===== src/sv/confusion_matrix_mcc_defines.svh =====
// ---------------------------------------------------------------------------
// Assertion macros for the confusion-matrix MCC block
// ---------------------------------------------------------------------------
`ifndef CONFUSION_MATRIX_MCC_DEFINES_SVH
`define CONFUSION_MATRIX_MCC_DEFINES_SVH

// Same-cycle implication, disabled while reset is held
`define CMM_ASSERT_IMP(name, clk_s, rst_s, ante, cons, msg) \
    name: assert property (@(posedge clk_s) disable iff (!rst_s) (ante) |-> (cons)) \
        else $error(msg);

// Next-cycle implication, disabled while reset is held
`define CMM_ASSERT_NXT(name, clk_s, rst_s, ante, cons, msg) \
    name: assert property (@(posedge clk_s) disable iff (!rst_s) (ante) |=> (cons)) \
        else $error(msg);

`endif


===== src/sv/cmm_pkg.sv =====
// ---------------------------------------------------------------------------
// cmm_pkg
// Shared constants, label codes and queue status type for the MCC block.
// ---------------------------------------------------------------------------
package cmm_pkg;

    // Default width of each confusion count
    localparam int CMM_COUNT_BITS = 20;

    // Output field widths
    localparam int CMM_MCC_W = 16;
    localparam int CMM_PTC_W = 21;
    localparam int CMM_CNT_W = 20;

    // Fraction bits of the Q1.15 result
    localparam int CMM_FRAC_BITS = 15;

    // Entries in the queue between counting and arithmetic
    localparam int CMM_QDEPTH = 2;

    // Label codes
    typedef logic [1:0] cmm_label_t;
    localparam cmm_label_t LBL_NEG = 2'd0;
    localparam cmm_label_t LBL_POS = 2'd1;

    // Queue status seen by both sides
    typedef struct packed {
        logic full;
        logic empty;
    } cmm_qstat_t;

endpackage


===== src/sv/cmm_front.sv =====
// ---------------------------------------------------------------------------
// cmm_front
// Classifies label pairs and keeps four saturating confusion counts; on the
// last pair of a set it pushes the final counts to the queue and clears.
// ---------------------------------------------------------------------------
module cmm_front
    import cmm_pkg::*;
#(
    parameter int COUNT_BITS = CMM_COUNT_BITS
)
(
    input  logic                    clk,
    input  logic                    rst_n,
    input  logic                    s_tvalid,
    output logic                    s_tready,
    input  logic [7:0]              s_tdata,    // [1:0] truth_code, [3:2] pred_code
    input  logic                    s_tlast,    // end_of_set
    input  cmm_qstat_t              q_stat,
    output logic                    push,
    output logic [4*COUNT_BITS-1:0] push_data
);

    localparam logic [COUNT_BITS-1:0] CNT_MAX = {COUNT_BITS{1'b1}};

    cmm_label_t            truth;
    cmm_label_t            pred;
    logic                  accept;
    logic                  hit_tp;
    logic                  hit_fp;
    logic                  hit_tn;
    logic                  hit_fn;
    logic [COUNT_BITS-1:0] tp_reg;
    logic [COUNT_BITS-1:0] fp_reg;
    logic [COUNT_BITS-1:0] tn_reg;
    logic [COUNT_BITS-1:0] fn_reg;
    logic [COUNT_BITS-1:0] tp_next;
    logic [COUNT_BITS-1:0] fp_next;
    logic [COUNT_BITS-1:0] tn_next;
    logic [COUNT_BITS-1:0] fn_next;

    assign truth    = s_tdata[1:0];
    assign pred     = s_tdata[3:2];
    assign s_tready = !q_stat.full;
    assign accept   = s_tvalid && s_tready;

    // Classify the pair; other codes count nowhere
    assign hit_tp = (truth == LBL_POS) && (pred == LBL_POS);
    assign hit_fp = (truth == LBL_NEG) && (pred == LBL_POS);
    assign hit_tn = (truth == LBL_NEG) && (pred == LBL_NEG);
    assign hit_fn = (truth == LBL_POS) && (pred == LBL_NEG);

    // Saturating increments
    always_comb
    begin
        tp_next = (hit_tp && (tp_reg != CNT_MAX)) ? tp_reg + 1'b1 : tp_reg;
        fp_next = (hit_fp && (fp_reg != CNT_MAX)) ? fp_reg + 1'b1 : fp_reg;
        tn_next = (hit_tn && (tn_reg != CNT_MAX)) ? tn_reg + 1'b1 : tn_reg;
        fn_next = (hit_fn && (fn_reg != CNT_MAX)) ? fn_reg + 1'b1 : fn_reg;
    end

    // Hand the closing counts to the back end
    assign push      = accept && s_tlast;
    assign push_data = {fn_next, tn_next, fp_next, tp_next};

    // Update or clear the counts
    always_ff @(posedge clk or negedge rst_n)
    begin
        if (!rst_n)
        begin
            tp_reg <= '0;
            fp_reg <= '0;
            tn_reg <= '0;
            fn_reg <= '0;
        end
        else if (accept)
        begin
            if (s_tlast)
            begin
                tp_reg <= '0;
                fp_reg <= '0;
                tn_reg <= '0;
                fn_reg <= '0;
            end
            else
            begin
                tp_reg <= tp_next;
                fp_reg <= fp_next;
                tn_reg <= tn_next;
                fn_reg <= fn_next;
            end
        end
    end

endmodule


===== src/sv/cmm_fifo.sv =====
// ---------------------------------------------------------------------------
// cmm_fifo
// Short queue of closed count sets between the front and the back end.
// ---------------------------------------------------------------------------
module cmm_fifo
    import cmm_pkg::*;
#(
    parameter int DW    = 4 * CMM_COUNT_BITS,
    parameter int DEPTH = CMM_QDEPTH
)
(
    input  logic          clk,
    input  logic          rst_n,
    input  logic          push,
    input  logic [DW-1:0] push_data,
    input  logic          pop,
    output logic [DW-1:0] pop_data,
    output cmm_qstat_t    stat
);

    localparam int AW = (DEPTH > 1) ? $clog2(DEPTH) : 1;
    localparam int CW = $clog2(DEPTH + 1);

    logic [DW-1:0] mem [DEPTH];
    logic [AW-1:0] wr_ptr_reg;
    logic [AW-1:0] rd_ptr_reg;
    logic [CW-1:0] count_reg;
    logic          do_push;
    logic          do_pop;

    assign stat.full  = (count_reg == CW'(DEPTH));
    assign stat.empty = (count_reg == '0);
    assign do_push    = push && !stat.full;
    assign do_pop     = pop && !stat.empty;
    assign pop_data   = mem[rd_ptr_reg];

    // Store an entry
    always_ff @(posedge clk)
    begin
        if (do_push)
        begin
            mem[wr_ptr_reg] <= push_data;
        end
    end

    // Advance pointers and occupancy
    always_ff @(posedge clk or negedge rst_n)
    begin
        if (!rst_n)
        begin
            wr_ptr_reg <= '0;
            rd_ptr_reg <= '0;
            count_reg  <= '0;
        end
        else
        begin
            if (do_push)
            begin
                wr_ptr_reg <= (wr_ptr_reg == AW'(DEPTH - 1)) ? '0 : wr_ptr_reg + 1'b1;
            end
            if (do_pop)
            begin
                rd_ptr_reg <= (rd_ptr_reg == AW'(DEPTH - 1)) ? '0 : rd_ptr_reg + 1'b1;
            end
            if (do_push && !do_pop)
            begin
                count_reg <= count_reg + 1'b1;
            end
            else if (do_pop && !do_push)
            begin
                count_reg <= count_reg - 1'b1;
            end
        end
    end

endmodule


===== src/sv/cmm_back.sv =====
// ---------------------------------------------------------------------------
// cmm_back
// Sequencer that turns one set of counts into the MCC result: marginals,
// products on a shared multiplier, shift-add product, digit-by-digit square
// root and restoring division, then saturation into the output register.
// ---------------------------------------------------------------------------
`include "confusion_matrix_mcc_defines.svh"

module cmm_back
    import cmm_pkg::*;
#(
    parameter int COUNT_BITS = CMM_COUNT_BITS
)
(
    input  logic                    clk,
    input  logic                    rst_n,
    input  cmm_qstat_t              q_stat,
    input  logic [4*COUNT_BITS-1:0] q_data,
    output logic                    pop,
    output logic                    m_tvalid,
    input  logic                    m_tready,
    output logic [119:0]            m_tdata
);

    localparam int W   = COUNT_BITS + 1;          // marginal width
    localparam int PW  = 2 * W;                   // two-marginal product
    localparam int BW  = 4 * W;                   // four-marginal product
    localparam int SW  = 2 * W;                   // square root width
    localparam int RW  = SW + 2;                  // root remainder width
    localparam int MW  = 2 * COUNT_BITS;          // numerator magnitude
    localparam int DW  = SW + CMM_FRAC_BITS;      // divider width
    localparam int QW  = CMM_MCC_W;               // quotient bits
    localparam int IW  = $clog2(PW + 1);          // step counter
    localparam int OW  = CMM_MCC_W + CMM_PTC_W + 4 * CMM_CNT_W;

    localparam logic [QW-1:0] Q_POS_MAX = QW'((1 << (QW - 1)) - 1);
    localparam logic [QW-1:0] Q_NEG_MAX = QW'(1 << (QW - 1));

    localparam logic [2:0] S_IDLE = 3'd0;
    localparam logic [2:0] S_MARG = 3'd1;
    localparam logic [2:0] S_MUL  = 3'd2;
    localparam logic [2:0] S_SIGN = 3'd3;
    localparam logic [2:0] S_BMUL = 3'd4;
    localparam logic [2:0] S_SQRT = 3'd5;
    localparam logic [2:0] S_DIV  = 3'd6;
    localparam logic [2:0] S_FIN  = 3'd7;

    logic [2:0]            state_reg;
    logic [2:0]            state_next;
    logic [IW-1:0]         iter_reg;
    logic [IW-1:0]         iter_next;
    logic [COUNT_BITS-1:0] tp_reg;
    logic [COUNT_BITS-1:0] fp_reg;
    logic [COUNT_BITS-1:0] tn_reg;
    logic [COUNT_BITS-1:0] fn_reg;
    logic [W-1:0]          a_reg;
    logic [W-1:0]          b_reg;
    logic [W-1:0]          c_reg;
    logic [W-1:0]          d_reg;
    logic                  zero_reg;
    logic [MW-1:0]         pos_reg;
    logic [MW-1:0]         neg_reg;
    logic [PW-1:0]         ab_reg;
    logic [PW-1:0]         cd_reg;
    logic                  negflag_reg;
    logic [BW-1:0]         mcand_reg;
    logic [PW-1:0]         mplier_reg;
    logic [BW-1:0]         acc_reg;
    logic [RW-1:0]         rem_reg;
    logic [SW-1:0]         root_reg;
    logic [DW-1:0]         drem_reg;
    logic [DW-1:0]         dvs_reg;
    logic [QW-1:0]         q_reg;
    logic                  out_valid_reg;
    logic [OW-1:0]         out_data_reg;

    logic [W-1:0]          mul_a;
    logic [W-1:0]          mul_b;
    logic [PW-1:0]         mul_p;
    logic [MW-1:0]         mag;
    logic [RW-1:0]         rem_sh;
    logic [RW-1:0]         trial;
    logic                  sq_ge;
    logic [RW-1:0]         rem_step;
    logic [SW-1:0]         root_step;
    logic                  dv_ge;
    logic [QW-1:0]         q_sat;
    logic [QW-1:0]         mcc_calc;
    logic                  out_free;
    logic                  load_out;
    logic [OW-1:0]         out_word;

    // Shared multiplier: operands picked by step
    always_comb
    begin
        case (iter_reg[1:0])
            2'd0:
            begin
                mul_a = W'(tp_reg);
                mul_b = W'(tn_reg);
            end
            2'd1:
            begin
                mul_a = W'(fp_reg);
                mul_b = W'(fn_reg);
            end
            2'd2:
            begin
                mul_a = a_reg;
                mul_b = b_reg;
            end
            default:
            begin
                mul_a = c_reg;
                mul_b = d_reg;
            end
        endcase
    end
    assign mul_p = mul_a * mul_b;

    // Numerator magnitude
    assign mag = (pos_reg < neg_reg) ? neg_reg - pos_reg : pos_reg - neg_reg;

    // One square-root digit
    assign rem_sh    = {rem_reg[RW-3:0], acc_reg[BW-1:BW-2]};
    assign trial     = {root_reg, 2'b01};
    assign sq_ge     = (rem_sh >= trial);
    assign rem_step  = sq_ge ? rem_sh - trial : rem_sh;
    assign root_step = {root_reg[SW-2:0], sq_ge};

    // One quotient bit
    assign dv_ge = (drem_reg >= dvs_reg);

    // Saturate and apply the sign
    always_comb
    begin
        if (negflag_reg)
        begin
            q_sat    = (q_reg > Q_NEG_MAX) ? Q_NEG_MAX : q_reg;
            mcc_calc = QW'(-q_sat);
        end
        else
        begin
            q_sat    = (q_reg > Q_POS_MAX) ? Q_POS_MAX : q_reg;
            mcc_calc = q_sat;
        end
    end

    // Output word, fields from the highest bit down
    assign out_word = {CMM_CNT_W'(fn_reg), CMM_CNT_W'(tn_reg),
                       CMM_CNT_W'(fp_reg), CMM_CNT_W'(tp_reg),
                       CMM_PTC_W'({1'b0, tp_reg} + {1'b0, fn_reg}),
                       mcc_calc};

    assign out_free = !out_valid_reg || m_tready;
    assign load_out = (state_reg == S_FIN) && out_free;
    assign pop      = (state_reg == S_IDLE) && !q_stat.empty;

    // Sequencer state and step count
    always_comb
    begin
        state_next = state_reg;
        iter_next  = iter_reg;
        case (state_reg)
            S_IDLE:
            begin
                if (!q_stat.empty)
                begin
                    state_next = S_MARG;
                end
            end
            S_MARG:
            begin
                state_next = S_MUL;
                iter_next  = '0;
            end
            S_MUL:
            begin
                iter_next = iter_reg + 1'b1;
                if (iter_reg == IW'(3))
                begin
                    state_next = S_SIGN;
                end
            end
            S_SIGN:
            begin
                iter_next  = '0;
                state_next = zero_reg ? S_FIN : S_BMUL;
            end
            S_BMUL:
            begin
                iter_next = iter_reg + 1'b1;
                if (iter_reg == IW'(PW - 1))
                begin
                    state_next = S_SQRT;
                    iter_next  = '0;
                end
            end
            S_SQRT:
            begin
                iter_next = iter_reg + 1'b1;
                if (iter_reg == IW'(SW - 1))
                begin
                    state_next = S_DIV;
                    iter_next  = '0;
                end
            end
            S_DIV:
            begin
                iter_next = iter_reg + 1'b1;
                if (iter_reg == IW'(QW - 1))
                begin
                    state_next = S_FIN;
                end
            end
            S_FIN:
            begin
                if (out_free)
                begin
                    state_next = S_IDLE;
                end
            end
            default:
            begin
                state_next = S_IDLE;
            end
        endcase
    end

    // Control registers
    always_ff @(posedge clk or negedge rst_n)
    begin
        if (!rst_n)
        begin
            state_reg     <= S_IDLE;
            iter_reg      <= '0;
            out_valid_reg <= 1'b0;
        end
        else
        begin
            state_reg <= state_next;
            iter_reg  <= iter_next;
            if (load_out)
            begin
                out_valid_reg <= 1'b1;
            end
            else if (m_tready)
            begin
                out_valid_reg <= 1'b0;
            end
        end
    end

    // Datapath registers
    always_ff @(posedge clk)
    begin
        case (state_reg)
            S_IDLE:
            begin
                {fn_reg, tn_reg, fp_reg, tp_reg} <= q_data;
            end
            S_MARG:
            begin
                a_reg    <= {1'b0, tp_reg} + {1'b0, fp_reg};
                b_reg    <= {1'b0, tp_reg} + {1'b0, fn_reg};
                c_reg    <= {1'b0, tn_reg} + {1'b0, fp_reg};
                d_reg    <= {1'b0, tn_reg} + {1'b0, fn_reg};
                zero_reg <= (tp_reg == '0 && fp_reg == '0) || (tp_reg == '0 && fn_reg == '0)
                         || (tn_reg == '0 && fp_reg == '0) || (tn_reg == '0 && fn_reg == '0);
            end
            S_MUL:
            begin
                case (iter_reg[1:0])
                    2'd0:    pos_reg <= MW'(mul_p);
                    2'd1:    neg_reg <= MW'(mul_p);
                    2'd2:    ab_reg  <= mul_p;
                    default: cd_reg  <= mul_p;
                endcase
            end
            S_SIGN:
            begin
                negflag_reg <= !zero_reg && (pos_reg < neg_reg);
                q_reg       <= '0;
                drem_reg    <= DW'(mag) << CMM_FRAC_BITS;
                mcand_reg   <= BW'(ab_reg);
                mplier_reg  <= cd_reg;
                acc_reg     <= '0;
            end
            S_BMUL:
            begin
                if (mplier_reg[0])
                begin
                    acc_reg <= acc_reg + mcand_reg;
                end
                mcand_reg  <= mcand_reg << 1;
                mplier_reg <= mplier_reg >> 1;
                rem_reg    <= '0;
                root_reg   <= '0;
            end
            S_SQRT:
            begin
                acc_reg  <= acc_reg << 2;
                rem_reg  <= rem_step;
                root_reg <= root_step;
                dvs_reg  <= DW'(root_step) << CMM_FRAC_BITS;
            end
            S_DIV:
            begin
                if (dv_ge)
                begin
                    drem_reg <= drem_reg - dvs_reg;
                end
                dvs_reg <= dvs_reg >> 1;
                q_reg   <= {q_reg[QW-2:0], dv_ge};
            end
            S_FIN:
            begin
                if (load_out)
                begin
                    out_data_reg <= out_word;
                end
            end
            default:
            begin
                q_reg <= q_reg;
            end
        endcase
    end

    assign m_tvalid = out_valid_reg;
    assign m_tdata  = 120'(out_data_reg);

    // Checks
    `CMM_ASSERT_IMP(a_pop_nonempty, clk, rst_n, pop, !q_stat.empty, "pop from empty queue")
    `CMM_ASSERT_IMP(a_sqrt_rem_bound, clk, rst_n, state_reg == S_SQRT,
        rem_reg <= (RW'(root_reg) << 1), "square root remainder out of bound")
    `CMM_ASSERT_IMP(a_zero_marginal, clk, rst_n, (state_reg == S_FIN) && zero_reg,
        mcc_calc == '0, "zero marginal must give zero coefficient")
    `CMM_ASSERT_IMP(a_valid_from_fin, clk, rst_n, $rose(m_tvalid),
        $past(state_reg) == S_FIN, "result shown without finishing the sequence")

endmodule


===== src/sv/confusion_matrix_mcc.sv =====
// A set with a zero marginal skips the product, square root and division.
// Throughput: one label pair per cycle while the queue is not full; the
// arithmetic sequencer runs its shift-add product, square root and 16-step
// division once per set whose marginals are all nonzero.
// A two-entry queue of closed sets stalls input only when full.
// Reset: asynchronous, active low; clears counts, queue and output valid.
// ---------------------------------------------------------------------------
// confusion_matrix_mcc
// Counts a confusion matrix over streamed label pairs and emits the Matthews
// correlation coefficient in Q1.15 with the counts at the end of each set.
// ---------------------------------------------------------------------------
module confusion_matrix_mcc
    import cmm_pkg::*;
#(
    parameter int COUNT_BITS = CMM_COUNT_BITS
)
(
    input  logic         clk,
    input  logic         rst_n,
    input  logic         s_tvalid,
    output logic         s_tready,
    input  logic [7:0]   s_tdata,   // [1:0] truth_code, [3:2] pred_code
    input  logic         s_tlast,   // end_of_set
    output logic         m_tvalid,
    input  logic         m_tready,
    output logic [119:0] m_tdata    // [15:0] mcc_q15, [36:16] positive_test_count,
                                    // [56:37] true_pos, [76:57] false_pos,
                                    // [96:77] true_neg, [116:97] false_neg
);

    localparam int QDW = 4 * COUNT_BITS;

    cmm_qstat_t     q_stat;
    logic           push;
    logic [QDW-1:0] push_data;
    logic           pop;
    logic [QDW-1:0] pop_data;

    // Count and classify
    cmm_front #(
        .COUNT_BITS (COUNT_BITS)
    ) u_front (
        .clk       (clk),
        .rst_n     (rst_n),
        .s_tvalid  (s_tvalid),
        .s_tready  (s_tready),
        .s_tdata   (s_tdata),
        .s_tlast   (s_tlast),
        .q_stat    (q_stat),
        .push      (push),
        .push_data (push_data)
    );

    // Hold closed sets
    cmm_fifo #(
        .DW    (QDW),
        .DEPTH (CMM_QDEPTH)
    ) u_fifo (
        .clk       (clk),
        .rst_n     (rst_n),
        .push      (push),
        .push_data (push_data),
        .pop       (pop),
        .pop_data  (pop_data),
        .stat      (q_stat)
    );

    // Compute the coefficient
    cmm_back #(
        .COUNT_BITS (COUNT_BITS)
    ) u_back (
        .clk      (clk),
        .rst_n    (rst_n),
        .q_stat   (q_stat),
        .q_data   (pop_data),
        .pop      (pop),
        .m_tvalid (m_tvalid),
        .m_tready (m_tready),
        .m_tdata  (m_tdata)
    );

endmodule

===== config.mk =====
export PLATFORM = sky130hd
export DESIGN_NAME = confusion_matrix_mcc
export DESIGN_NICKNAME = d
export VERILOG_FILES = /design/src/sv/cmm_pkg.sv /design/src/sv/cmm_front.sv /design/src/sv/cmm_fifo.sv /design/src/sv/cmm_back.sv /design/src/sv/confusion_matrix_mcc.sv
export VERILOG_INCLUDE_DIRS = /design/src /design/src/sv
export SDC_FILE = /design/constraint.sdc
export NUM_CORES = 2
export LEC_CHECK = 0
export BUFFER_PORTS_ARGS = -buffer_cell sky130_fd_sc_hd__buf_4
export CORE_UTILIZATION = 40
export CTS_CLUSTER_SIZE = 30
export DETAILED_ROUTE_END_ITERATION = 6
export GPL_TIMING_DRIVEN = 0
export SETUP_SLACK_MARGIN = 0.02
export SLEW_MARGIN = 10
export SYNTH_ARGS = -nofsm -noshare
export SYNTH_HDL_FRONTEND = slang
export SYNTH_SLANG_ARGS = --single-unit

===== constraint.sdc =====
create_clock -name clk -period 9.6 [get_ports clk]
set_input_delay 0.96 -clock clk [delete_from_list [all_inputs] [get_ports clk]]
set_output_delay 0.96 -clock clk [all_outputs]
set_load 0.1 [all_outputs]

# After elaboration in Yosys (flattened, before gate mapping)

Memory sizes are Yosys's and may differ from the RTL's. A register that Yosys moved wholly into a read port is not among the register bits.
Index checks and enable logic that the tools add are counted.

Bits in registers: 885
Bits in latches: 0
Bits in writable memories: 160
Bits in read-only memories: 0
Bits of input ports: 13
Output and inout bits: 122
Logic and storage cells: 186
Memories: 1

Add/sub/neg operators: 19
Multiply operators: 1
Div/mod/pow operators: 0
Magnitude comparators: 5
Equal/unequal tests: 27
Shift operators: 0
Mux-type cells: 43
Bitwise logic cells: 1
Reduce and logical (&&, ||, !) cells: 60

Memory list:

| memory     | depth | bits a word | rd ports | clocked after Yosys merged registers in | wr ports | RTL line       | text |
|---|---|---|---|---|---|---|---|
| u_fifo.mem | 2     | 80          | 1        | 1                                       | 1        | cmm_fifo.sv:24 | `logic [DW-1:0] mem [DEPTH];` |

Operator list:

| cell                    | number |
|---|---|
| $pmux W42 S2            | 3 |
| $pmux W84 S3            | 1 |
| $pmux W57 S2            | 2 |
| $pmux W84 S2            | 1 |
| $mux W20                | 8 |
| $pmux W21 S3            | 2 |
| $add A20 B20 Y21        | 4 |
| $add A84 B84 Y84        | 1 |
| $mux W84                | 1 |
| $add A20 B1 Y20 const B | 4 |
| $logic_not A20 Y1       | 4 |
| $ne A20 B20 Y1 const B  | 4 |
| $sub A40 B40 Y40        | 2 |
| $ge A57 B57 Y1          | 1 |
| $mux W57                | 1 |
| $sub A57 B57 Y57        | 1 |
| $mux W16                | 3 |
| $ge A44 B44 Y1          | 1 |
| $mul A21 B21 Y42        | 1 |
| $mux W42                | 1 |
| $sub A42 B42 Y42        | 1 |
| $lt A40 B40 Y1          | 1 |
| $mux W40                | 1 |
| $pmux W16 S2            | 1 |
| other kinds (35)        | 106 |

# Longest topological paths before layout

Depth in word-level cells: 9
Gate-level depth with buffers: 36

# Cells and area by module

From an unflattened synthesis, not the netlist that was laid out.

Cells, all modules: 7621
Area, all modules: 77892.2 µm²

By module, submodules not included:

| module    | instances | cells each | area each (µm²) | sequential area each (µm²) |
|---|---|---|---|---|
| cmm_back  | 1         | 6608       | 65207.5         | 26405.3 |
| cmm_fifo  | 1         | 268        | 6369.9          | 4904.7 |
| cmm_front | 1         | 745        | 6314.8          | 2001.9 |

# Least setup slack after synthesis

OpenSTA, ideal clock, no wires.

Path type: register to register
Start point: reg u_back.state_reg[0]
End point: reg u_back.mcand_reg[0] (enable)
Arrival time: 9753 ps
Slack: -938 ps
Stages on the path, launching flop included: 5
Buffers on the path: 2
Period minus slack after synthesis: 10538 ps
Path through: dfrtp_1 > clkbuf_1 > clkbuf_1 > nand2_1 > o21ai_0

Longest elaborated chain between the ends: 2
Elaborated cells between the ends (all ways): 3

RTL lines:

| what                                         | RTL line        | text |
|---|---|---|
| start: declaration                           | cmm_back.sv:48  | `logic [2:0] state_reg;` |
| start signal: assignment                     | cmm_back.sv:241 | `state_reg <= state_next;` |
| $eq A3 B2 Y1 or $eq A3 B3 Y1 (tied branches) | cmm_back.sv:257 | `case (state_reg)` |
| $reduce_bool A2 Y1 (no source line) (*)      | --              |  |
| end signal: assignment                       | cmm_back.sv:285 | `mcand_reg <= BW'(ab_reg);` |
| end signal: assignment                       | cmm_back.sv:295 | `mcand_reg <= mcand_reg << 1;` |
| end: declaration                             | cmm_back.sv:66  | `logic [BW-1:0] mcand_reg;` |

Mark *: on every way between the ends. The rest lies on a longest branch, timed or not.
A chain may end at the register's enable or synchronous reset.

# Worst setup path after layout

Start point: reg u_back.iter_reg[1]
End point: reg u_back.ab_reg[38], data pin

Longest elaborated chain between the ends: 3
Elaborated cells between the ends (all ways): 6

RTL lines:

| what                                 | RTL line        | text |
|---|---|---|
| start: declaration                   | cmm_back.sv:50  | `logic [IW-1:0] iter_reg;` |
| start signal: assignment             | cmm_back.sv:242 | `iter_reg <= iter_next;` |
| $eq A2 B2 Y1 (tied with other cells) | cmm_back.sv:96  | `case (iter_reg[1:0])` |
| $pmux W21 S3                         | cmm_back.sv:96  |  |
| $mul A21 B21 Y42 (*)                 | cmm_back.sv:119 | `assign mul_p = mul_a * mul_b;` |
| via u_back.mul_p[38]                 | cmm_back.sv:79  | `logic [PW-1:0] mul_p;` |
| end signal: assignment               | cmm_back.sv:276 | `2'd2: ab_reg <= mul_p;` |
| end: declaration                     | cmm_back.sv:63  | `logic [PW-1:0] ab_reg;` |

Mark *: on every way through the listed nets, which the timed path passes. The rest lies on a longest branch.

==> results.md <==
Logic synthesis:
- For this run, asynchronously set or reset flops after synthesis account for 8.356%.
- Synthesis handed over a netlist of 7,359 instances.
- After synthesis, flip-flops and latches occupy 44.06% of the total area.
- The post-synthesis instance area is 75,610 um2.
- The post-synthesis average cell area is 10.27 um2.
- Among all flip-flop cells after synthesis, the most frequent one is sky130_fd_sc_hd__edfxtp_1.
- For this run, the number of Yosys warnings is 0.
- The unique cell type count in the Yosys netlist is 92.
- The synthesized design contains 1,031 enable-type register cells.
- Synthesis inferred 1,125 register bits.

Clock tree:
- The clock tree from TritonCTS is done.
- The source-to-sink clock delay at the later pin of the worst-skew pair is 0.84 ns.
- The root cell of the clock tree is sky130_fd_sc_hd__clkbuf_16.
- The largest buffer count on any clock path is 3.
- After clock tree synthesis, the clock-pin slew on the worst setup and hold paths is 0.06 ns.
- The number of levels in the clock H-tree is 4.
- The CTS sink count is 1,125.
- TritonCTS created 133 clock buffers.

Timing:
- Clock skew on the completed layout was measured at 0.08176 ns.
- The worst hold margin is 0.4679 ns.
- The highest achievable clock rate is 107.0 MHz.
- The clock period minus worst slack is 9.347 ns.
- The number of slew-limit violations in the final report is 0.
- Headroom to the max-slew limit came out at 13.23%.
- The setup slack after layout is 0.2527 ns.
- Dividing the final minimum period by the clock period gives 97.37%.
- The final count of negative-setup-slack endpoints is 0.
- The slew at the pin closest to its max-slew limit is 1.302 ns.
- The final count of hold timing violations is 0.

Placed design:
- Once placement completed, the tool counted placed cells totaling 10,026.
- The worst slack after detailed placement is -2.313 ns.
- Routability-driven placement finished with a final weighted congestion of 0.9484.
- The area after detailed placement is 80,530 um2.
- The count of buffers added on input and output ports is 126.
- The final HPWL from detailed placement is 167.3 mm.

Route:
- The total number of vias is 56,138.
- After detailed routing, the number of vias per cell comes to 5.451.
- The detail route stage leaves a number of antenna-violating nets equal to 0.
- The DRC violation count after routing is 0.
- The first-pass detailed-route iteration total is 6.
- In the final routed layout, each cell accounts on average for 21.17 um.
- For this block, the initial DRC count from the detailed router was 4,427.
- The wire length after detailed routing is 218.0 mm.

Finish:
- The leading cell type in the layout, fill and taps excluded is sky130_fd_sc_hd__edfxtp_1.
- The final-stage net count is 8,576.
- With fillers left out, the area of the finished cells amounts to 86,180 um2.
- From synthesis to final layout, the design area changed by 13.97%.
- The ratio of cells with drive above 1 in the final layout is 9.309%.
- The flip-flop count of the largest register after layout is 160.
- Excluding fillers, the count of instances in the completed layout stands at 10,298.
- Leaving out fill and tap cells, the most frequent cells in the layout are sky130_fd_sc_hd__edfxtp_1 (1,031), sky130_fd_sc_hd__nand2_1 (930), sky130_fd_sc_hd__inv_1 (720).

Global route:
- The global route total overflow is 0.
- The via count of the first global-routing pass is 56,120.
- The initial antenna violation count came to 6.
- The first global-routing pass estimated 332.9 mm of wire.
- The all-layer global routing usage is 22.70%.
- Entering global routing, the biggest net connects 74 pins.

Setup path:
- By instance count, the cell type seen most on the critical path is sky130_fd_sc_hd__fa_1.
- The peak per-stage delay on the critical path is 0.54 ns.
- Of all nets on the critical path, the largest fanout is 10.
- The critical-path cell with the highest stage delay is sky130_fd_sc_hd__fa_1.
- The number of cell instances on the worst register-to-register path is 32.
- The startpoint identified for the worst register-to-register timing path is u_back.iter_reg[1]$_DFFE_PN0P_.
- The data arrival time at the worst-slack endpoint is 9.86 ns.
- Data on the critical path is required at its endpoint by 10.12 ns.
- The category of the worst setup path capture point is a flop.
- The endpoint identified for the worst register-to-register timing path is u_back.ab_reg[38]$_DFFE_PP_.
- The element type at the critical path start is a flop.
- The worst setup path is of the flop to flop kind.
- In this run the register-to-register setup slack is 0.25 ns.

Die:
- The number of rows in the core area is 159.
- The region available for standard cell placement spans 187,800 um2.
- Pin placement for this block handled 135 I/O pins.
- The initial standard-cell utilization of the core is 40.26%.
- The vertical die dimension is 436.8 um.
- The die span in x is 436.8 um.
- The total die area is 190,800 um2.

Min path:
- The number of instances on the worst hold path is 2.
- The path class of the lowest-slack min-delay path is flop to flop.
- The worst hold path endpoint is u_back.mcand_reg[37]$_DFFE_PP_.
- The start point of the worst hold path is u_back.ab_reg[37]$_DFFE_PP_.

Run:
- Max-cap violations in this run came to 0.

Run status:
- The run finished with clean final reports.
## metal layers
metal | global-route usage, % | wire length (um) | vias to the layer above
li1 | - | - | 26239
met1 | 29.57 | 92980 | 27808
met2 | 37.55 | 103100 | 1679
met3 | 3.987 | 13150 | 410
met4 | 8.758 | 8723 | 2
met5 | 0 | 13 | -
## synthesized netlist by cell type (all sizes together) (32+ instances only)
cell,number,share of area [%]
xnor2,228,2.6
o21bai,53,0.53
edfxtp,1031,41
a31oi,37,0.31
clkbuf,262,1.3
nor3,109,0.73
xor2,154,1.8
mux2,120,1.8
nand2b,51,0.42
buf,43,0.29
nor2,719,3.6
inv,721,3.6
nand2,933,4.6
nor2b,41,0.34
a211oi,32,0.34
a21o,183,1.8
a22o,32,0.37
dfrtp,94,3.1
fa,366,9.7
mux2i,94,1.2
o21a,62,0.62
and2,71,0.59
a21oi,485,3.2
and3,54,0.45
nand4,79,0.65
nand3,104,0.69
ha,506,8.4
a22oi,35,0.35
o21ai,365,2.4
## layout make-up
cell class	count	area (um2)
timing repair buffer	201	1993
multi-input combinational	5210	38990
inverter	721	2709
buffer	299	1409
fill	17592	101600
antenna	4	10.01
clock buffer	161	3483
sequential	1125	33310
tap	2495	3122
clock inverter	82	1147
## logic make-up after synthesis
family | share of synthesized area (%)
fa+ha+maj | 18.06
flops | 44.06
compound gates | 12.19
buf+inv | 5.170
xor+xnor | 4.425
mux | 3.032
simple gates | 13.06
other cells | 0.004960
## critical path: cells and delay by family (launching register included)
kind                     cells  cell delay (ns)
XOR/XNOR                     1             0.10
AO/OA/AOI/OAI               11             2.55
flip-flops                   1             0.47
AND/OR/NAND/NOR              1             0.08
multiplexers                 1             0.37
buffers and inverters        9             1.31
adder cells (fa/ha/maj)      9             4.17
## worst max-delay path by stage
stage | from | endpoint | slack, ns | depth (start not counted)
after global routing | u_back.iter_reg[1]$_DFFE_PN0P_ | u_back.cd_reg[38]$_DFFE_PP_ | -0.02 | 32
final | u_back.iter_reg[1]$_DFFE_PN0P_ | u_back.ab_reg[38]$_DFFE_PP_ | 0.25 | 32
after floorplan | u_back.iter_reg[0]$_DFFE_PN0P_ | u_back.ab_reg[38]$_DFFE_PP_ | 0.66 | 31
after CTS | u_back.iter_reg[0]$_DFFE_PN0P_ | u_back.ab_reg[38]$_DFFE_PP_ | 0.02 | 33
after detailed placement | u_back.iter_reg[0]$_DFFE_PN0P_ | u_back.pos_reg[38]$_DFFE_PP_ | -2.31 | 31
after global placement | u_back.state_reg[0]$_DFFE_PN0P_ | u_fifo.count_reg[1]$_DFFE_PN0P_ | -4.31 | 7
## stage by stage
stage	util [%]	setup TNS (ns)
after CTS	45.74	0
final	45.89	0
after floorplan	-	0
after detailed placement	42.88	-113.20
after global routing	45.88	-0.05054
after global placement	42.43	-921.21
## what timing repair did
action | 4_1_cts | 5_1_grt
hold buffers | 1 | 0
endpoints found under the setup margin | 100 | 48
setup buffers | 24 | 6
gates resized for setup | 148 | 94
endpoints found under the hold margin | 21 | 0
pin swaps | 2 | 4
Power is left out: the tool's default activity adds up to more than one toggle a clock period on the data nets, which glitch-free logic cannot reach.
